[src/design/avsc_pkg.sv]
`timescale 1ns / 1ps

package avsc_pkg;

    // warm-up length of the drift filter, in accepted updates
    localparam logic [4:0] WARMUP_FRAMES = 5'd20;

    localparam logic [6:0] PCT_FULL = 7'd100;

    // x / 100 == (x * RECIP_DIV100) >> RECIP_SHIFT, exact for x < 2^24
    localparam logic [24:0] RECIP_DIV100 = 25'd21474837;
    localparam int          RECIP_SHIFT  = 31;

    // one in Q0.16, for the (1 - coef) weight
    localparam logic [16:0] WGT_ONE = 17'd65536;

    // rounding half for a shift by 16, and bias for truncation toward zero
    localparam logic signed [63:0] RND_HALF = 64'sd32768;
    localparam logic signed [57:0] ADJ_BIAS = 58'sd65535;

    localparam logic signed [47:0] ACC_MAX = {1'b0, {47{1'b1}}};
    localparam logic signed [47:0] ACC_MIN = {1'b1, {47{1'b0}}};

    // configuration register indexes
    localparam logic [2:0] CFG_AVG_COEF           = 3'd0;
    localparam logic [2:0] CFG_DIFF_THRESHOLD     = 3'd1;
    localparam logic [2:0] CFG_NOSYNC_THRESHOLD   = 3'd2;
    localparam logic [2:0] CFG_SRC_RATE           = 3'd3;
    localparam logic [2:0] CFG_CORRECTION_PERCENT = 3'd4;

    typedef struct packed {
        logic [15:0] avg_coef;
        logic [30:0] diff_threshold;
        logic [30:0] nosync_threshold;
        logic [18:0] src_rate;
        logic [6:0]  correction_percent;
    } cfg_t;

    typedef enum logic [3:0] {
        ST_IDLE,
        ST_UPD_LO,
        ST_UPD_HI,
        ST_UPD_SUM,
        ST_UPD_WR,
        ST_AVG_LO,
        ST_AVG_HI,
        ST_AVG_SUM,
        ST_AVG_CMP,
        ST_ADJ,
        ST_LO_DIV,
        ST_LO_WR,
        ST_HI_DIV,
        ST_HI_WR,
        ST_DONE
    } state_t;

    // operand pairs of the shared multiplier
    typedef enum logic [2:0] {
        MS_ACC_LO_COEF,
        MS_ACC_HI_COEF,
        MS_ACC_LO_WGT,
        MS_ACC_HI_WGT,
        MS_DIFF_RATE,
        MS_N_LOPCT,
        MS_N_HIPCT,
        MS_PROD_RECIP
    } mul_sel_t;

    typedef enum logic [1:0] {
        PS_HOLD,
        PS_LOAD_RND,
        PS_ADD_HI
    } psum_op_t;

    typedef struct packed {
        logic     load;
        logic     mul_en;
        mul_sel_t mul_sel;
        psum_op_t psum_op;
        logic     acc_wr;
        logic     state_clr;
        logic     warm_inc;
        logic     adj_wr;
        logic     wsum_wr;
        logic     lo_wr;
        logic     res_n;
        logic     res_clamp;
        logic     out_load;
    } cmd_t;

    typedef struct packed {
        logic master;
        logic in_range;
        logic warm_done;
        logic corr_big;
    } status_t;

endpackage

[src/design/avsc_dp.sv]
`timescale 1ns / 1ps

module avsc_dp
    import avsc_pkg::*;
(
    input  logic               clk,
    input  logic               rst_n,
    input  cmd_t               cmd,
    input  cfg_t               cfg,
    input  logic signed [31:0] clock_diff,
    input  logic               diff_valid,
    input  logic               audio_is_master,
    input  logic [15:0]        sample_count,
    output status_t            status,
    output logic [16:0]        res
);

    // filter state
    logic signed [47:0] acc_reg, acc_next;
    logic [4:0]         warm_reg, warm_next;

    // captured word and working registers
    logic signed [31:0] diff_reg, diff_next;
    logic               valid_reg, valid_next;
    logic               master_reg, master_next;
    logic [15:0]        n_reg, n_next;
    logic signed [57:0] prod_reg, prod_next;
    logic signed [63:0] psum_reg, psum_next;
    logic signed [34:0] adj_reg, adj_next;
    logic signed [35:0] wsum_reg, wsum_next;
    logic [16:0]        lo_reg, lo_next;
    logic [16:0]        res_reg, res_next;

    logic [6:0]         pct_eff;
    logic [7:0]         pct_lo;
    logic [7:0]         pct_hi;
    logic [16:0]        wgt;
    logic signed [31:0] mul_a;
    logic signed [25:0] mul_b;
    logic signed [57:0] mul_p;
    logic signed [47:0] psum_sh;
    logic signed [48:0] acc_sum;
    logic signed [47:0] acc_sat;
    logic [48:0]        avg_mag;
    logic [32:0]        diff_mag;
    logic signed [57:0] adj_biased;
    logic [16:0]        quot;

    assign pct_eff = (cfg.correction_percent > PCT_FULL) ? PCT_FULL : cfg.correction_percent;
    assign pct_lo  = {1'b0, PCT_FULL - pct_eff};
    assign pct_hi  = {1'b0, PCT_FULL} + {1'b0, pct_eff};
    assign wgt     = WGT_ONE - {1'b0, cfg.avg_coef};

    always_comb
    begin
        case (cmd.mul_sel)
            MS_ACC_LO_COEF:
            begin
                mul_a = {8'd0, acc_reg[23:0]};
                mul_b = {10'd0, cfg.avg_coef};
            end
            MS_ACC_HI_COEF:
            begin
                mul_a = {{8{acc_reg[47]}}, acc_reg[47:24]};
                mul_b = {10'd0, cfg.avg_coef};
            end
            MS_ACC_LO_WGT:
            begin
                mul_a = {8'd0, acc_reg[23:0]};
                mul_b = {9'd0, wgt};
            end
            MS_ACC_HI_WGT:
            begin
                mul_a = {{8{acc_reg[47]}}, acc_reg[47:24]};
                mul_b = {9'd0, wgt};
            end
            MS_DIFF_RATE:
            begin
                mul_a = diff_reg;
                mul_b = {7'd0, cfg.src_rate};
            end
            MS_N_LOPCT:
            begin
                mul_a = {16'd0, n_reg};
                mul_b = {18'd0, pct_lo};
            end
            MS_N_HIPCT:
            begin
                mul_a = {16'd0, n_reg};
                mul_b = {18'd0, pct_hi};
            end
            MS_PROD_RECIP:
            begin
                mul_a = {8'd0, prod_reg[23:0]};
                mul_b = {1'b0, RECIP_DIV100};
            end
            default:
            begin
                mul_a = '0;
                mul_b = '0;
            end
        endcase
    end

    assign mul_p = 58'(mul_a) * 58'(mul_b);

    // Q.16 result of a rounded product
    assign psum_sh = psum_reg[63:16];

    assign acc_sum = {psum_sh[47], psum_sh} + {{17{diff_reg[31]}}, diff_reg};

    always_comb
    begin
        if (acc_sum[48] != acc_sum[47])
            acc_sat = acc_sum[48] ? ACC_MIN : ACC_MAX;
        else
            acc_sat = acc_sum[47:0];
    end

    assign avg_mag  = psum_sh[47] ? (49'd0 - {psum_sh[47], psum_sh}) : {1'b0, psum_sh};
    assign diff_mag = diff_reg[31] ? (33'd0 - {diff_reg[31], diff_reg}) : {1'b0, diff_reg};

    // diff * rate / 65536 truncated toward zero, and the product / 100 as quot
    assign adj_biased = prod_reg + (prod_reg[57] ? ADJ_BIAS : 58'sd0);
    assign quot       = prod_reg[RECIP_SHIFT +: 17];

    always_comb
    begin
        acc_next    = acc_reg;
        warm_next   = warm_reg;
        diff_next   = diff_reg;
        valid_next  = valid_reg;
        master_next = master_reg;
        n_next      = n_reg;
        prod_next   = prod_reg;
        psum_next   = psum_reg;
        adj_next    = adj_reg;
        wsum_next   = wsum_reg;
        lo_next     = lo_reg;
        res_next    = res_reg;

        if (cmd.load)
        begin
            diff_next   = clock_diff;
            valid_next  = diff_valid;
            master_next = audio_is_master;
            n_next      = sample_count;
        end

        if (cmd.mul_en)
            prod_next = mul_p;

        case (cmd.psum_op)
            PS_LOAD_RND: psum_next = 64'(prod_reg) + RND_HALF;
            PS_ADD_HI:   psum_next = psum_reg + {prod_reg[39:0], 24'd0};
            default:     psum_next = psum_reg;
        endcase

        if (cmd.state_clr)
        begin
            acc_next  = '0;
            warm_next = '0;
        end
        else
        begin
            if (cmd.acc_wr)
                acc_next = acc_sat;
            if (cmd.warm_inc)
                warm_next = warm_reg + 5'd1;
        end

        if (cmd.adj_wr)
            adj_next = adj_biased[50:16];
        if (cmd.wsum_wr)
            wsum_next = {20'd0, n_reg} + {adj_reg[34], adj_reg};
        if (cmd.lo_wr)
            lo_next = quot;

        if (cmd.res_n)
            res_next = {1'b0, n_reg};
        else if (cmd.res_clamp)
        begin
            if (wsum_reg < $signed({19'd0, lo_reg}))
                res_next = lo_reg;
            else if (wsum_reg > $signed({19'd0, quot}))
                res_next = quot;
            else
                res_next = wsum_reg[16:0];
        end
    end

    always_ff @(posedge clk or negedge rst_n)
    begin
        if (!rst_n)
        begin
            acc_reg  <= '0;
            warm_reg <= '0;
        end
        else
        begin
            acc_reg  <= acc_next;
            warm_reg <= warm_next;
        end
    end

    always_ff @(posedge clk)
    begin
        diff_reg   <= diff_next;
        valid_reg  <= valid_next;
        master_reg <= master_next;
        n_reg      <= n_next;
        prod_reg   <= prod_next;
        psum_reg   <= psum_next;
        adj_reg    <= adj_next;
        wsum_reg   <= wsum_next;
        lo_reg     <= lo_next;
        res_reg    <= res_next;
    end

    assign status.master    = master_reg;
    assign status.in_range  = valid_reg && (diff_mag < {2'd0, cfg.nosync_threshold});
    assign status.warm_done = (warm_reg >= WARMUP_FRAMES);
    assign status.corr_big  = (avg_mag >= {18'd0, cfg.diff_threshold});
    assign res              = res_reg;

    a_warm_bound: assert property (@(posedge clk) disable iff (!rst_n)
        warm_reg <= WARMUP_FRAMES)
        else $error("warm-up count past its limit");

    a_clear: assert property (@(posedge clk) disable iff (!rst_n)
        cmd.state_clr |=> (acc_reg == '0) && (warm_reg == '0))
        else $error("filter not cleared");

    a_bounds: assert property (@(posedge clk) disable iff (!rst_n)
        cmd.res_clamp |-> (lo_reg <= quot))
        else $error("clip bounds out of order");

endmodule

[config.mk]
export PLATFORM = sky130hd
export DESIGN_NAME = avsc_dp
export DESIGN_NICKNAME = d
export VERILOG_FILES = /design/src/design/avsc_pkg.sv /design/src/design/avsc_dp.sv
export SDC_FILE = /design/constraint.sdc
export NUM_CORES = 2
export LEC_CHECK = 0
export ABC_AREA = 0
export ABC_CLOCK_PERIOD_IN_PS = 14800
export CAP_MARGIN = 25
export CORE_MARGIN = 2
export CORE_UTILIZATION = 65
export CTS_BUF_LIST = sky130_fd_sc_hd__clkbuf_4 sky130_fd_sc_hd__clkbuf_8
export DETAILED_ROUTE_END_ITERATION = 8
export DONT_BUFFER_PORTS = 1
export GPL_ROUTABILITY_DRIVEN = 0
export PLACE_DENSITY = 0.81
export SLEW_MARGIN = 20
export SYNTH_ARGS = -nofsm -noshare
export SYNTH_HDL_FRONTEND = slang
export SYNTH_SLANG_ARGS = --single-unit
[constraint.sdc]
create_clock -name clk -period 14.8 [get_ports clk]
set_clock_uncertainty 0.05 [all_clocks]
set_input_delay 4.44 -clock clk [delete_from_list [all_inputs] [get_ports clk]]
set_output_delay 4.44 -clock clk [all_outputs]
set_load 0.005 [all_outputs]
# After elaboration in Yosys (flattened, before gate mapping)
# Cells that the tools add are included.
# W data, S select, Z words.
# totals
mem_bits_ro	0
n_memories	0
ff_bits	330
latch_bits	0
mem_bits_rw	0
# op_classes
shift	0
n_reduce_logical	11
n_mux	17
add_sub_neg	11
n_eq_ne	10
mul	1
bitwise_logic	0
div	0
order_cmp	6
# ops
op	count
$mux W48	4
$pmux W32 S5	1
$pmux W26 S6	1
$pmux W64 S2	1
$add A64 B64 Y64	1
$add A58 B17 Y59 const B	1
$mul A32 B26 Y58	1
$add A51 B17 Y51	1
$add A48 B32 Y49	1
$ge A49 B31 Y1	1
$mux W49	1
$sub A1 B48 Y49 const A	1
$mux W16	3
$add A17 B35 Y36	1
$gt A36 B18 Y1	1
$lt A36 B18 Y1	1
$mux W17	2
$lt A33 B31 Y1	1
$mux W33	1
$sub A1 B32 Y33 const A	1
$sub A17 B16 Y17 const A	1
$eq A3 B3 Y1 const B	4
$mux W5	2
$reduce_or A2 Y1	5
14 further kinds	18

# Longest topological paths before layout
# logic_depth
ltp_word	5
ltp_mapped	40

# Least setup slack after synthesis
# OpenSTA, ideal clock, no wires.
# synth_timing
path_type	input to register
start	input port cfg[88] (netlist name)
end	register prod_reg[56], data pin
n_path_buf	2
path_stages	33
slack_ps	1326
required_time_ps	14488
setup_ps	262
t_arrival_ps	13162
path_cell_list	or3_1 -> or3_1 -> or4_1 -> or2_2 -> o21ai_1 -> xnor2_1 -> nor2_1 -> a31oi_1 -> clkbuf_1 -> nand2_1 -> fa_1 -> inv_1 -> fa_1 -> fa_1 -> inv_1 -> fa_1 -> fa_1 -> inv_1 -> fa_1 -> inv_1 -> fa_1 -> inv_1 -> ha_1 -> clkbuf_1 -> nand4_1 -> or3_1 -> or3_1 -> o32a_1 -> o21ai_1 -> a31oi_1 -> o21a_1 -> o31ai_1 -> xnor2_1
# synth_between
elab_chain_cells	3
# synth_lines
item	line	text
start, declared	avsc_dp.sv:9	input cfg_t cfg,
$sub A17 B16 Y17	avsc_dp.sv:52	assign wgt = WGT_ONE - {1'b0, cfg.avg_coef};
$pmux W26 S6 (*)	avsc_dp.sv:56	case (cmd.mul_sel)
$mul A32 B26 Y58 (*)	avsc_dp.sv:105	assign mul_p = 58'(mul_a) * 58'(mul_b);
net mul_p[56]	avsc_dp.sv:40	logic signed [57:0] mul_p;
end signal, assigned	avsc_dp.sv:212	prod_reg <= prod_next;
end, declared	avsc_dp.sv:27	logic signed [57:0] prod_reg, prod_next;
# Mark *: on every way through the listed nets, which the timed path passes. The rest lies on a longest branch. The select of a mux whose other input is x is not followed.
# A chain may end at the register's enable or synchronous reset.

# Worst setup path after layout
# layout_timing
start	input port cfg[0] (netlist name)
end	register prod_reg[56], data pin
# layout_between
elab_chain_cells	5
word_cells_on_any_way	6
# layout_lines
item	line	text
$gt A7 B7 Y1	avsc_dp.sv:49	assign pct_eff = (cfg.correction_percent > PCT_FULL) ? PCT_FULL : cfg.correction_percent;
$mux W7 (*)	avsc_dp.sv:49	
$add A7 B7 Y8 / $sub A7 B7 Y7 (equally long branches)	avsc_dp.sv:51, avsc_dp.sv:50	
$pmux W26 S6 (*)	avsc_dp.sv:56	
$mul A32 B26 Y58 (*)	avsc_dp.sv:105	
net mul_p[56]	avsc_dp.sv:40	
# Marks and branches as above.

==> impl.org <==
** Outcome
- The flow ran to the end, and the final reports show no timing, DRC or antenna violations.

** Timing
- Normalized max-slew margin :: 0.263
- Setup TNS :: 0 ns
- Unrepaired setup endpoints after global routing :: false
- For the pin with the worst max-slew slack, the measured transition is 1.11 ns.
- Static timing analysis puts the maximum clock frequency at 72.8 MHz.
- The final hold violation count came to 0.
- Setup violations remaining at the end of the flow were counted as 0.
- Max Slew Vio Count :: 0
- In the finished design, the share of the clock period the worst path needs comes to 0.928.
- Minimum clock period after layout :: 13.73 ns

** Logic synthesis
- Count of yosys warnings during synthesis :: 0
- The share of synthesized area in the top cell type comes to 0.277.
- Of the total synthesized cell area, the portion taken by full adders, half adders and majority gates is 0.389.
- Mean instance size in the synthesized netlist :: 8.92 µm²
- Of all flip-flops after synthesis, the portion carrying an async set or reset was 0.169.
- After synthesis, the cell types taking the most area are fa_1, edfxtp_1, ha_1.
- The cell area that synthesis handed to floorplanning was 49200 µm².
- Of the total synthesized cell area, the portion taken by AND, OR, NAND and NOR gates is 0.136.
- After synthesis, the share of cell area in mux cells is 0.00661.
- After synthesis, the largest family of logic cells by area is adder cells.
- Dominant synthesized flop cell :: edfxtp_1
- The share of the Yosys chip area taken by registers is 0.186.
- By instance count, the leading cell after synthesis is inv_1.
- Number of distinct library cells after synthesis :: 93
- Of the total synthesized cell area, the portion taken by XOR and XNOR cells is 0.0537.
- Summed over all instances, the cell type with the most area after synthesis is fa_1.
- Compound-gate portion of the synthesized area :: 0.127
- Yosys mapped a number of flops with a built-in enable equal to 260.
- Register bit count reported by yosys :: 314
- Post-synthesis cell count :: 5520
- By count the netlist is led by inv_1, fa_1, nand2_1.

** CTS
- The later pin in the worst-skew pair is clocked with a latency of 0.63 ns.
- The H-tree generated during clock tree synthesis spans 2 levels.
- Clock-pin slew was measured on the worst setup and hold paths at 0.06 ns.
- Clock tree synthesis selected as its root buffer the cell clkbuf_8.
- TritonCTS built the clock tree.
- Clock tree synthesis inserted a total of 48 buffers.
- Counting every sink on the clock net gives 314.
- # resized after CTS :: 0
- Once the clock tree was built, the setup fixing pass inserted 0 buffers.
- Hold buffer count at cts :: 0
- Largest buffer count on any clock path :: 3

** Global route
- For this run, the total global-route usage over all layers was measured as 0.392.
- For met3 alone, demand over resource in global routing was 0.102.
- The first global-routing pass estimated 234000 µm of wire.
- Remaining global-route overflow :: 0
- The via count of the first global-routing pass was 41800.
- The layer flagged by global routing as most heavily used is met2.
- Largest net degree at the start of global routing :: 69
- For this run, global-route usage on met1 was measured as 0.487.
- For met2 alone, demand over resource in global routing was 0.604.
- Initial antenna violation count :: 6

** Critical path
- Along the worst path, the maximum fanout reaches 12.
- Worst-case register-to-register setup slack :: 5.18 ns
- At the worst endpoint, the arrival time is 14.03 ns.
- Counting cells, the worst reg-to-reg path comes to 29.
- The endpoint identified for the worst register-to-register timing path is prod_reg[56].
- The critical path is of the input port to flop type.
- The worst setup path is captured at a flop.
- Cell with the biggest individual delay on the critical path :: fa_1
- At the worst endpoint, the required time is 15.10 ns.
- The number of buffers and inverters on the critical path is 6.
- Grouping stages by cell kind, the critical path spends the most delay in adder cells.
- Cell seen most often among critical-path stages :: fa_1
- STA classifies the critical path startpoint as an input port.
- Beginning of the worst register-to-register path :: prod_reg[22]
- On the worst path, the slowest cell contributes a delay of 0.64 ns.

** Routing
- # DRC :: 0
- The detailed router finished its first iteration with 4681 violations.
- Average wire per cell in the routed design :: 23.2 µm
- Ratio of routed vias to standard cells :: 6.29
- Initial DRT Pass Iterations :: 8
- Once detail routing completed, the nets flagged for antenna violations numbered 0.
- Total number of vias :: 40600
- The routed design has 150000 µm of wire.

** Finish
- Count of filler cells inserted in the layout :: 5667
- Share of post-route cells with drive strength above 1 :: 0.0398
- From synthesis to final layout, the design area changed by 4.25%.
- For this run, the post-layout net count is 6740.
- The register with the most flip-flops in the layout has 58 of them.

** Hold path
- The tightest min-delay check is of the flop to flop type.
- Min-Delay Path Depth :: 1
- For hold timing, the worst endpoint is acc_reg[27].
- The startpoint identified for the worst hold timing path is acc_reg[27].

** Job
- Max cap viols :: 0

** Placed design
- Dpl hpwl :: 120000 µm
- Number of input and output port buffers inserted :: 0

** Floorplan
- In this run the core area contains 100 standard-cell rows.
- Starting utilization of the core area :: 0.659
- Die footprint :: 77900 µm²
- 193 I/O pins were placed.
- Die height :: 279 µm
- After floorplanning, the core was sized to cover 74700 µm².
- Measured along the x axis, the die boundary spans 279 µm.
worst register-to-register path: cells and delay by family, from the launching register on:
kind	cells	cell delay, ns
XOR/XNOR	1	0.12
AND/OR/NAND/NOR	7	2.00
adder cells (fa/ha/maj)	8	4.11
AO/OA/AOI/OAI	6	1.34
flip-flops	1	0.85
buffers and inverters	7	0.86
final cells by class:
type	count	area [µm²]	share of cell area
Antenna cell	5	12.5	0.000244
Clock buffer	61	790	0.0154
Clock inverter	28	268	0.00522
Inverter	1104	4140	0.0808
Multi-Input combinational cell	3910	35200	0.687
Sequential cell	314	9150	0.178
Tap cell	969	1210	0.0236
Timing Repair Buffer	67	504	0.00983
per-stage QoR:
| step | util | cells | setup WS [ns] | hold WS (ns) | instance area, µm² |
|---|---|---|---|---|---|
| 2_1_floorplan | - | 5535 | 1.33 | 0.374 | 49300 |
| 3_3_place_gp | 0.672 | 6361 | 0.802 | 0.447 | 50200 |
| 3_5_place_dp | 0.672 | 6361 | 0.661 | 0.444 | 50200 |
| 4_1_cts | 0.686 | 6450 | 1.29 | 0.465 | 51300 |
| 5_1_grt | 0.687 | 6454 | 0.517 | 0.487 | 51300 |
| 6_report | 0.687 | 6458 | 1.07 | 0.470 | 51300 |
worst max path at each step:
stage	from	to	slack, ns	cells after the start
global placement	cfg[88]	prod_reg[56]	0.80	32
detailed placement	cfg[88]	prod_reg[56]	0.66	32
CTS	cfg[0]	prod_reg[55]	1.29	36
global route	cfg[0]	prod_reg[56]	0.52	38
floorplan	cfg[88]	prod_reg[56]	1.33	33
finish	cfg[0]	prod_reg[56]	1.07	38
cell families after synthesis:
kind of cell,after synthesis
and+or+nand+nor,1485
buffers and inverters,1311
adders and majority gates,1123
AOI/OAI and AO/OA,951
DFF,314
xor gates and xnor gates,302
muxes,32
other,2
layout by cell type (no fill, tap or decap), types with 26 or more instances in the layout:
cell and n:
xor2_1 93, nor3_1 66, o21ai_0 173, o21a_1 58, o21ai_1 27, and2_1 42, dfrtp_1 53, nand3_1 87
a31oi_1 26, nor2_1 403, a211oi_1 32, and3_1 27, buf_4 65, nand2b_1 29, inv_1 1104, mux2i_1 27
nand2_1 621, o31ai_1 36, a221o_1 50, a21oi_1 263, nand4_1 67, a21o_1 115, ha_1 441, clkbuf_8 53
fa_1 681, xnor2_1 209, edfxtp_1 260
layer usage:
metal,vias up,wire (µm),part of all wire
met4,2,12700,0.085
li1,17800,-,-
met2,2586,65400,0.44
met1,19600,53100,0.35
met3,701,18500,0.12
met5,-,13,0.000087
Power is left out: the tool's default activity adds up to more than one toggle a clock period on the data nets, which glitch-free logic cannot reach.
