File: src/design/avsc_pkg.sv
`timescale 1ns / 1ps

package avsc_pkg;

    // warm-up length of the drift filter, in accepted updates
    localparam logic [4:0] WARMUP_FRAMES = 5'd20;

    localparam logic [6:0] PCT_FULL = 7'd100;

    // x / 100 == (x * RECIP_DIV100) >> RECIP_SHIFT, exact for x < 2^24
    localparam logic [24:0] RECIP_DIV100 = 25'd21474837;
    localparam int          RECIP_SHIFT  = 31;

    // one in Q0.16, for the (1 - coef) weight
    localparam logic [16:0] WGT_ONE = 17'd65536;

    // rounding half for a shift by 16, and bias for truncation toward zero
    localparam logic signed [63:0] RND_HALF = 64'sd32768;
    localparam logic signed [57:0] ADJ_BIAS = 58'sd65535;

    localparam logic signed [47:0] ACC_MAX = {1'b0, {47{1'b1}}};
    localparam logic signed [47:0] ACC_MIN = {1'b1, {47{1'b0}}};

    // configuration register indexes
    localparam logic [2:0] CFG_AVG_COEF           = 3'd0;
    localparam logic [2:0] CFG_DIFF_THRESHOLD     = 3'd1;
    localparam logic [2:0] CFG_NOSYNC_THRESHOLD   = 3'd2;
    localparam logic [2:0] CFG_SRC_RATE           = 3'd3;
    localparam logic [2:0] CFG_CORRECTION_PERCENT = 3'd4;

    typedef struct packed {
        logic [15:0] avg_coef;
        logic [30:0] diff_threshold;
        logic [30:0] nosync_threshold;
        logic [18:0] src_rate;
        logic [6:0]  correction_percent;
    } cfg_t;

    typedef enum logic [3:0] {
        ST_IDLE,
        ST_UPD_LO,
        ST_UPD_HI,
        ST_UPD_SUM,
        ST_UPD_WR,
        ST_AVG_LO,
        ST_AVG_HI,
        ST_AVG_SUM,
        ST_AVG_CMP,
        ST_ADJ,
        ST_LO_DIV,
        ST_LO_WR,
        ST_HI_DIV,
        ST_HI_WR,
        ST_DONE
    } state_t;

    // operand pairs of the shared multiplier
    typedef enum logic [2:0] {
        MS_ACC_LO_COEF,
        MS_ACC_HI_COEF,
        MS_ACC_LO_WGT,
        MS_ACC_HI_WGT,
        MS_DIFF_RATE,
        MS_N_LOPCT,
        MS_N_HIPCT,
        MS_PROD_RECIP
    } mul_sel_t;

    typedef enum logic [1:0] {
        PS_HOLD,
        PS_LOAD_RND,
        PS_ADD_HI
    } psum_op_t;

    typedef struct packed {
        logic     load;
        logic     mul_en;
        mul_sel_t mul_sel;
        psum_op_t psum_op;
        logic     acc_wr;
        logic     state_clr;
        logic     warm_inc;
        logic     adj_wr;
        logic     wsum_wr;
        logic     lo_wr;
        logic     res_n;
        logic     res_clamp;
        logic     out_load;
    } cmd_t;

    typedef struct packed {
        logic master;
        logic in_range;
        logic warm_done;
        logic corr_big;
    } status_t;

endpackage

File: src/design/avsc_ctrl.sv
`timescale 1ns / 1ps

module avsc_ctrl
    import avsc_pkg::*;
(
    input  logic    clk,
    input  logic    rst_n,
    input  logic    in_valid,
    input  logic    out_free,
    input  status_t status,
    output cmd_t    cmd,
    output logic    in_stall
);

    state_t state_reg, state_next;

    always_comb
    begin
        state_next = state_reg;
        case (state_reg)
            ST_IDLE:
                if (in_valid)
                    state_next = ST_UPD_LO;
            ST_UPD_LO:
                if (status.master || !status.in_range)
                    state_next = ST_DONE;
                else
                    state_next = ST_UPD_HI;
            ST_UPD_HI:  state_next = ST_UPD_SUM;
            ST_UPD_SUM: state_next = ST_UPD_WR;
            ST_UPD_WR:
                if (status.warm_done)
                    state_next = ST_AVG_LO;
                else
                    state_next = ST_DONE;
            ST_AVG_LO:  state_next = ST_AVG_HI;
            ST_AVG_HI:  state_next = ST_AVG_SUM;
            ST_AVG_SUM: state_next = ST_AVG_CMP;
            ST_AVG_CMP:
                if (status.corr_big)
                    state_next = ST_ADJ;
                else
                    state_next = ST_DONE;
            ST_ADJ:     state_next = ST_LO_DIV;
            ST_LO_DIV:  state_next = ST_LO_WR;
            ST_LO_WR:   state_next = ST_HI_DIV;
            ST_HI_DIV:  state_next = ST_HI_WR;
            ST_HI_WR:   state_next = ST_DONE;
            ST_DONE:
                if (out_free)
                    state_next = ST_IDLE;
            default:    state_next = ST_IDLE;
        endcase
    end

    always_comb
    begin
        cmd         = '0;
        cmd.mul_sel = MS_ACC_LO_COEF;
        cmd.psum_op = PS_HOLD;
        case (state_reg)
            ST_IDLE:
                cmd.load = in_valid;
            ST_UPD_LO:
            begin
                cmd.mul_en  = 1'b1;
                cmd.mul_sel = MS_ACC_LO_COEF;
                if (status.master)
                    cmd.res_n = 1'b1;
                else if (!status.in_range)
                begin
                    cmd.state_clr = 1'b1;
                    cmd.res_n     = 1'b1;
                end
            end
            ST_UPD_HI:
            begin
                cmd.mul_en  = 1'b1;
                cmd.mul_sel = MS_ACC_HI_COEF;
                cmd.psum_op = PS_LOAD_RND;
            end
            ST_UPD_SUM:
                cmd.psum_op = PS_ADD_HI;
            ST_UPD_WR:
            begin
                cmd.acc_wr = 1'b1;
                if (!status.warm_done)
                begin
                    cmd.warm_inc = 1'b1;
                    cmd.res_n    = 1'b1;
                end
            end
            ST_AVG_LO:
            begin
                cmd.mul_en  = 1'b1;
                cmd.mul_sel = MS_ACC_LO_WGT;
            end
            ST_AVG_HI:
            begin
                cmd.mul_en  = 1'b1;
                cmd.mul_sel = MS_ACC_HI_WGT;
                cmd.psum_op = PS_LOAD_RND;
            end
            ST_AVG_SUM:
                cmd.psum_op = PS_ADD_HI;
            ST_AVG_CMP:
            begin
                cmd.mul_en  = 1'b1;
                cmd.mul_sel = MS_DIFF_RATE;
                cmd.res_n   = !status.corr_big;
            end
            ST_ADJ:
            begin
                cmd.adj_wr  = 1'b1;
                cmd.mul_en  = 1'b1;
                cmd.mul_sel = MS_N_LOPCT;
            end
            ST_LO_DIV:
            begin
                cmd.wsum_wr = 1'b1;
                cmd.mul_en  = 1'b1;
                cmd.mul_sel = MS_PROD_RECIP;
            end
            ST_LO_WR:
            begin
                cmd.lo_wr   = 1'b1;
                cmd.mul_en  = 1'b1;
                cmd.mul_sel = MS_N_HIPCT;
            end
            ST_HI_DIV:
            begin
                cmd.mul_en  = 1'b1;
                cmd.mul_sel = MS_PROD_RECIP;
            end
            ST_HI_WR:
                cmd.res_clamp = 1'b1;
            ST_DONE:
                cmd.out_load = out_free;
            default:
                cmd.load = 1'b0;
        endcase
    end

    always_ff @(posedge clk or negedge rst_n)
    begin
        if (!rst_n)
            state_reg <= ST_IDLE;
        else
            state_reg <= state_next;
    end

    assign in_stall = (state_reg != ST_IDLE);

    a_accept_starts: assert property (@(posedge clk) disable iff (!rst_n)
        (in_valid && !in_stall) |=> (state_reg == ST_UPD_LO))
        else $error("accepted word did not start the update");

    a_load_idle: assert property (@(posedge clk) disable iff (!rst_n)
        cmd.load |-> (state_reg == ST_IDLE) && in_valid)
        else $error("input captured outside idle");

    a_out_free: assert property (@(posedge clk) disable iff (!rst_n)
        cmd.out_load |-> out_free)
        else $error("result loaded over a waiting word");

endmodule

File: config.mk
export PLATFORM = sky130hd
export DESIGN_NAME = avsc_ctrl
export DESIGN_NICKNAME = d
export VERILOG_FILES = /design/src/design/avsc_pkg.sv /design/src/design/avsc_ctrl.sv
export SDC_FILE = /design/constraint.sdc
export NUM_CORES = 1
export LEC_CHECK = 0
export BUFFER_PORTS_ARGS = -buffer_cell sky130_fd_sc_hd__buf_2
export CORE_AREA = 2 2 39 41
export DETAILED_ROUTE_END_ITERATION = 8
export DIE_AREA = 0 0 41 43
export PLACE_DENSITY = 0.63
export SLEW_MARGIN = 20
export SYNTH_ARGS = -nofsm -noshare
export SYNTH_HDL_FRONTEND = slang
export SYNTH_SLANG_ARGS = --single-unit
File: constraint.sdc
create_clock -name clk -period 1.55 [get_ports clk]
set_input_delay 0.2325 -clock clk [delete_from_list [all_inputs] [get_ports clk]]
set_output_delay 0.2325 -clock clk [all_outputs]
set_load 0.005 [all_outputs]
Word-level counts from Yosys, hierarchy flattened
Cells that the tools add are included.
- flip-flop bits (word level): 4
- output and inout bits: 17
- word-level logic and storage cells: 48
- equality and inequality tests: 16
- muxes and demuxes: 22
- reduce and logical (&&, ||, !) cells: 9
- operator list (kind ; number):
    $pmux W4 S15 ; 1
    $pmux W4 S8 ; 1
    $eq A4 B4 Y1 const B ; 7
    $eq A4 B3 Y1 const B ; 4
    $mux W4 ; 4
    $mux W1 ; 13
    $eq A4 B2 Y1 const B ; 2
    $reduce_or A2 Y1 ; 3
    $eq A4 B1 Y1 const B ; 1
    $logic_not A4 Y1 ; 1
    $ne A2 B2 Y1 const B ; 2
    $pmux W2 S2 ; 1
    $reduce_bool A4 Y1 ; 1
    $mux W3 ; 1
    $pmux W1 S3 ; 1
    $logic_not A1 Y1 ; 2
    $reduce_and A2 Y1 ; 1
    $logic_or A1 B1 Y1 ; 1

Depth between registers and ports, before layout
Gate-level depths: netlist of the first run.
- depth after elaboration: 4
- mapped depth: 5

Least setup slack after synthesis of the first run
Ideal clock, no wire load.
- path kind: flip-flop to output port
- from: reg state_reg[3]
- to: out cmd[7] (netlist name)
- arrival: 1.102 ns
- required time: 1.317 ns
- slack: 0.215 ns
- cell stages (with the launch flop): 5
- path buffers: 2
- cells stage by stage: dfrtp_1 -> buf_4 -> clkbuf_1 -> nor2_1 -> nor4b_1
- RTL lines (item ; RTL line ; text):
    start, declared ; avsc_ctrl.sv:15 ; state_t state_reg, state_next;
    start signal, assigned ; avsc_ctrl.sv:149 ; state_reg <= state_next;
    end, declared ; avsc_ctrl.sv:11 ; output cmd_t cmd,

==> results of run 1 <==
[area by class of cell]
type / count / area [um^2] / area share, %
clock buffers: 3 / 22.5 / 2.75
inverters: 1 / 3.75 / 0.458
multi-input cells: 56 / 390 / 47.6
flip-flops and latches: 4 / 105 / 12.8
well taps: 16 / 20.0 / 2.44
repair buffers: 42 / 278 / 33.9
[path summary, 6_finish.rpt]
kind,endpoint,slack (ps),cells past startpoint
min,state_reg[2]$_DFFE_PN0P_,330,2
min reg2reg,state_reg[0]$_DFFE_PN0P_,600,2
max reg2reg,state_reg[3]$_DFFE_PN0P_,90,5
max in group asynchronous,state_reg[1]$_DFFE_PN0P_,1090,2
max,cmd[2],2,5
min in group clk,state_reg[3]$_DFFE_PN0P_,340,4
[cells in the final DEF, fill, tap and decap left out, drive strengths merged]
cell and count:
dfrtp 4, or3 1, o21ba 1, o22ai 4, nor4 1, and2 1, o21ai 6, buf 41
a221oi 1, nor4b 1, nand3 1, xnor2 2, nor3 3, clkbuf 3, or2 1, nor2 15
nand2b 6, nand2 6, a21oi 2, dlygate4sd3 1, and3 1, inv 1, a211oi 1, mux2i 1
nor2b 1
[critical path, stage by stage, from the launching register on]
cell	delay (ps)
sky130_fd_sc_hd__dfrtp_2	450
sky130_fd_sc_hd__buf_4	160
sky130_fd_sc_hd__nor3_2	180
sky130_fd_sc_hd__mux2i_1	100
sky130_fd_sc_hd__nor2_1	80
sky130_fd_sc_hd__buf_2	110
[power breakdown]
part	leakage, nW	internal [mW]	switching (mW)	total (mW)
Sequential	0.0431	0.173	0.0937	0.267
Combinational	0.347	0.802	0.687	1.49
Clock	0.0138	0.0869	0.0472	0.134
Total	0.404	1.06	0.828	1.89
[through the flow]
stage               instances  hold slack, ps
floorplan                  66           -63.1
global placement          106            42.6
detailed placement        106            42.5
CTS                       116             323
global route              122             367
finish                    122             331
[repair_timing]
| action | 4_1_cts | 5_1_grt |
|---|---|---|
| pin swaps | 1 | 1 |
| endpoints found under the setup margin | 9 | 9 |
| hold endpoints to repair | 4 | 0 |
| hold buffers | 1 | 0 |
| setup buffers | 6 | 6 |
| gates resized for setup | 9 | 12 |
[cells by family after synthesis]
logic type,count (synthesis)
compound gates,15
buf+inv,6
xor+xnor,2
simple gates,38
mux,1
flops,4
[routing by layer]
metal	up-vias	GRT usage, %	part of all wire, %
li1	310	-	-
met1	284	21.0	43
met2	14	26.3	52
met3	2	0	4.0
met4	0	8.00	0.56
met5	-	0	0
==> impl_results.md, run 1 <==
* Status: completed
* Syn_nets at 74
* Later-pin clock latency in the skew report at 240 ps
* Top post-synthesis cells by count: 15 x sky130_fd_sc_hd__nor2_1, 6 x sky130_fd_sc_hd__nand2_1, 6 x sky130_fd_sc_hd__o21ai_0
* Per-cell via count in the routed design at 5.00
* Global placement routability congestion at 0.813
* Portion of synthesized cell area occupied by the leading cell type at 21.3%
* Number of synthesized flops with an enable pin at 0
* Nets at 116
* Vertical extent of the die at 43 um
* Yosys warnings at 0
* RSZ-0062 raised after global routing: true
* Clk slew on worst S/H paths at 40 ps
* TritonCTS clock tree: done
* Combinational family with the most area after synthesis: simple AND/OR/NAND/NOR gates
* Clock Tree Root: sky130_fd_sc_hd__clkbuf_4
* Post-layout worst setup margin at 2.19 ps
* P per Cell Area at 2310 nW/um^2
* Top-count cell post-synth: sky130_fd_sc_hd__nor2_1
* Post-Route Setup TNS at 0 ps
* Syn_area_per_cell at 7.11 um^2
* Number of inserted filler cells in the final layout at 134
* Cell types occupying the most area after synthesis: sky130_fd_sc_hd__dfrtp_1 21%, sky130_fd_sc_hd__nor2_1 12%, sky130_fd_sc_hd__nand2b_1 6.7%, sky130_fd_sc_hd__o21ai_0 6.4%, sky130_fd_sc_hd__nand2_1 4.8%
* Sum of routed wire length over all layers at 1440 um
* Flip-flop cell with the highest count after synthesis: sky130_fd_sc_hd__dfrtp_1
* FMAX at 646 MHz
* Number of failing setup endpoints in the final timing report at 0
* FF+latch count, synth at 4
* Die area at 1760 um^2
* DP Wirelength at 954 um
* Layout Skew at 0.255 ps
* Number of top-level pins at 25
* Number of max-slew violations in the final report at 0
* Worst-path fanout max at 6
* CORE AREA at 1380 um^2
* Number of max-capacitance violations reported at 0
* CTS Buf Count at 3
* Reg2reg start: state_reg[2]$_DFFE_PN0P_
* Placed instance area at 624 um^2
* Peak supply drop at 1220 uV
* Count of buffers from port buffering at 24
* Number of DRC markers after the initial detailed-route iteration at 8
* Number of flip-flops in the largest register at 4
* Final Util at 59.2%
* Post-synthesis compound-gate area fraction at 20.8%
* Number of global-route vias before repair at 497
* Transition time at the pin with the least slew margin at 286 ps
* Post-Synth Adder-Cell Area at 0%
* Data arrival, critical path at 1320 ps
* Area share of xor/xnor cells in the synthesized design at 3.73%
* Buffers from clock root to sink, at most at 2
* Worst EP required at 1320 ps
* Post-Synthesis Cell Area at 469 um^2
* Kind of path behind the tightest hold check: primary input to asynchronous set/reset pin
* Total number of clock tree sinks at 4
* Worst slew margin at 80.9%
* PnR Total Power at 1.89 mW
* Multiplexer fraction of the synthesized cell area at 2.13%
* Share of final-layout standard cells stronger than drive strength 1 at 58.5%
* # diodes at 0
* Leak at 0.404 nW
* Crit end category: output pin
* Area leader, netlist: sky130_fd_sc_hd__dfrtp_1
* Hold violation total from the final report at 0
* Largest net degree at the start of global routing at 15
* Critical path launch point: state_reg[2]$_DFFE_PN0P_
* Starting Density at 33.9%
* Critical path startpoint category: flop
* Antenna-violating nets left at 0
* Global-route wire length before repair at 2010 um
* Number of standard cells after synthesis at 66
* Residual overflow from global routing at 0
* Final critical path time including I/O delays and setup at 1550 ps
* Total iterations of the first detailed-routing run at 4
* Number of DRC violations after detailed routing at 0
* Layout Area Growth over Synthesis at 74.7%
* Cell variety after synth at 28
* Routed wire per std cell at 11.8 um
* Proportion of synthesized flip-flops having asynchronous set or reset at 100%
* Total via count after detailed routing at 610
* FP Rows at 14
* Number of antenna violations at the first check in global routing at 0
* Crit share post-route at 99.9%
* Seq/Total Area, Yosys at 21.3%
* Die extent in x at 41 um
* Overall Global Routing Usage at 16.2%
* Crit path kind: flop to output pin
* Deepest level of the CTS H-tree at 1
* Synthesized-area fraction occupied by and/or/nand/nor cells at 43.7%
* Setup slack after placement at 39.0 ps
* Cell area after layout at 820 um^2
(Power assumes the default switching activity.)
==> run 2: changes to the inputs <==
- CELL_PAD_IN_SITES_DETAIL_PLACEMENT: not set -> 0
- CELL_PAD_IN_SITES_GLOBAL_PLACEMENT: not set -> 2
- CORE_AREA: 2 2 39 41 -> not set
- CORE_MARGIN: not set -> 2
- CORE_UTILIZATION: not set -> 21
- DIE_AREA: 0 0 41 43 -> not set
- PLACE_DENSITY: 0.63 -> 0.73
==> run 2 against run 1 <==
Effect of this change:
- the flow now finishes with violations (setup timing)
- clock power hardly changed
- clock skew is 0.85 ps higher
- count of clock-buffer cells in the layout stayed put
- final cell count is 9.0% higher
- critical path depth is 1 lower
- core utilization is 22 points lower
- global-route usage is 2.9 points lower
- critical path type unchanged
- highest routed layer unchanged
==> impl_results.md, run 2 (synthesis gave the netlist of run 1 again) <==
* Placed instance area at 634 um^2 (+1.6%)
* Global placement routability congestion at 0.810 (-0.28%)
* Final Util at 37.1% (-22 points)
* Overall Global Routing Usage at 13.3% (-2.9 points)
* Critical path launch point: state_reg[2]$_DFFE_PN0P_
* Number of top-level pins at 25 (unchanged)
* Number of global-route vias before repair at 604 (+22%)
* Failing checks: setup timing
* Layout Skew at 1.11 ps (+0.852 ps)
* Deepest level of the CTS H-tree at 1 (unchanged)
* CP Capture Point: cmd[7]
* Clk slew on worst S/H paths at 40 ps (about the same)
* Largest net degree at the start of global routing at 14 (-1)
* Hold violation total from the final report at 0 (unchanged)
* Worst-path fanout max at 6 (unchanged)
* Number of DRC violations after detailed routing at 0 (unchanged)
* Total number of clock tree sinks at 4 (unchanged)
* Routed wire per std cell at 11.7 um (-0.56%)
* Buffers from clock root to sink, at most at 2 (unchanged)
* Die extent in x at 51.3 um (+25%)
* TritonCTS clock tree: done
* Data arrival, critical path at 1340 ps (+20 ps)
* Transition time at the pin with the least slew margin at 300 ps (+13.8 ps)
* Later-pin clock latency in the skew report at 240 ps (about the same)
* FMAX at 637 MHz (-1.4%)
* Worst slew margin at 80.0% (-0.92 points)
* Die area at 2630 um^2 (+49%)
* Leading cell types in the layout, fill and taps excluded: 25 x sky130_fd_sc_hd__buf_2, 14 x sky130_fd_sc_hd__buf_4, 13 x sky130_fd_sc_hd__nor2_1
* Number of antenna violations at the first check in global routing at 0 (unchanged)
* Status: finished, violations left
* DP Wirelength at 1110 um (+16%)
* Residual overflow from global routing at 0 (unchanged)
* Peak supply drop at 851 uV (-30%)
* Number of max-capacitance violations reported at 0 (unchanged)
* Final Non-Filler Cells at 133 (+9.0%)
* Crit path kind: flop to output pin
* Placed Cells incl. Taps at 119 (+12%)
* Antenna-violating nets left at 0 (unchanged)
* Per-cell via count in the routed design at 4.68 (-6.3%)
* Count of buffers from port buffering at 24 (unchanged)
* Worst R2R Setup Slack at 0 ps (-90 ps)
* RSZ-0062 raised after global routing: true
* Most common cell after layout, fill and taps aside: sky130_fd_sc_hd__buf_2
* Sum of routed wire length over all layers at 1560 um (+8.4%)
* Critical register-to-register path endpoint: state_reg[3]$_DFFE_PN0P_
* Total via count after detailed routing at 623 (+2.1%)
* Critical path startpoint category: flop
* Cell area after layout at 806 um^2 (-1.7%)
* Post-layout worst setup margin at -19.8 ps (-22.0 ps)
* Crit end category: output pin
* Number of failing setup endpoints in the final timing report at 2 (+2)
* Clock Tree Root: sky130_fd_sc_hd__clkbuf_4
* # diodes at 0 (unchanged)
* Number of max-slew violations in the final report at 0 (unchanged)
* CTS Buf Count at 3 (unchanged)
* Nets at 115 (-0.86%)
* PnR Total Power at 1.83 mW (-3.1%)
* P per Cell Area at 2270 nW/um^2 (-1.4%)
* FP Rows at 17 (+3)
* Share of final-layout standard cells stronger than drive strength 1 at 58.1% (-0.40 points)
* Worst EP required at 1320 ps (about the same)
* Number of flip-flops in the largest register at 4 (unchanged)
* Reg2reg start: state_reg[2]$_DFFE_PN0P_
* Final critical path time including I/O delays and setup at 1570 ps (+22.0 ps)
* Total iterations of the first detailed-routing run at 4 (unchanged)
* Setup slack after placement at 85.2 ps (+46.2 ps)
* Number of DRC markers after the initial detailed-route iteration at 9 (+1)
* Layout Area Growth over Synthesis at 71.7%
* Leak at 0.391 nW (-3.3%)
* Kind of path behind the tightest hold check: primary input to asynchronous set/reset pin
* Global-route wire length before repair at 2620 um (+30%)
* Vertical extent of the die at 51.3 um (+19%)
* Worst-case reg-to-reg path depth at 6 (+1)
* Starting Density at 21.6% (-12 points)
* Crit share post-route at 101% (+1.4 points)
* CORE AREA at 2170 um^2 (+57%)
-- run 2: where the power goes --
part,total (mW),internal [mW],switching (mW)
sequential,0.267,0.173,0.0937
clock,0.135,0.0869,0.0476
combinational,1.43,0.746,0.685
total,1.83,1.01,0.826
-- run 2: per-layer routing --
| layer | part of all wire [%] | global-route usage, % | up-vias |
|---|---|---|---|
| met5 | 0 | 0 | - |
| li1 | - | - | 308 |
| met3 | 5.7 | 5.26 | 2 |
| met1 | 44 | 16.2 | 294 |
| met2 | 48 | 20.8 | 19 |
| met4 | 1.2 | 5.26 | 0 |
-- run 2: per-stage QoR --
stage          setup TNS, ps  hold slack, ps
2_1_floorplan              0           -63.1
3_3_place_gp               0            42.5
3_5_place_dp               0            43.7
4_1_cts                -8.02             320
5_1_grt                 -488             353
6_report               -25.3             325
-- run 2: layout make-up --
cell class / instances / area [um^2]
inverters: 1 / 3.75
fillers: 239 / 1360
flip-flops and latches: 4 / 105
multi-input cells: 56 / 388
repair buffers: 41 / 251
clock buffers: 3 / 22.5
well taps: 28 / 35.0
-- run 2: critical path, cell delays in order, from the launching register on --
cell                      delay [ps]
sky130_fd_sc_hd__dfrtp_2         440
sky130_fd_sc_hd__buf_2           170
sky130_fd_sc_hd__nor2_2          150
sky130_fd_sc_hd__nor4b_4         190
sky130_fd_sc_hd__buf_2           140
-- run 2: how the worst min path moves through the flow --
stage | endpoint | slack (ps) | depth (start not counted)
after floorplan | state_reg[0]$_DFFE_PN0P_ | -60 | 0
after global placement | state_reg[3]$_DFFE_PN0P_ | 40 | 1
after detailed placement | state_reg[3]$_DFFE_PN0P_ | 40 | 1
after CTS | state_reg[0]$_DFFE_PN0P_ | 320 | 2
after global routing | state_reg[3]$_DFFE_PN0P_ | 350 | 2
final | state_reg[1]$_DFFE_PN0P_ | 320 | 2
-- run 2: repair_timing --
action                                 in CTS  in global routing
endpoints found under the hold margin       4                  0
buffers inserted                            5                  5
gates resized for setup                    11                  9
setup endpoints to repair                  12                 14
hold buffers                                1                  0
pin swaps                                   1                  1
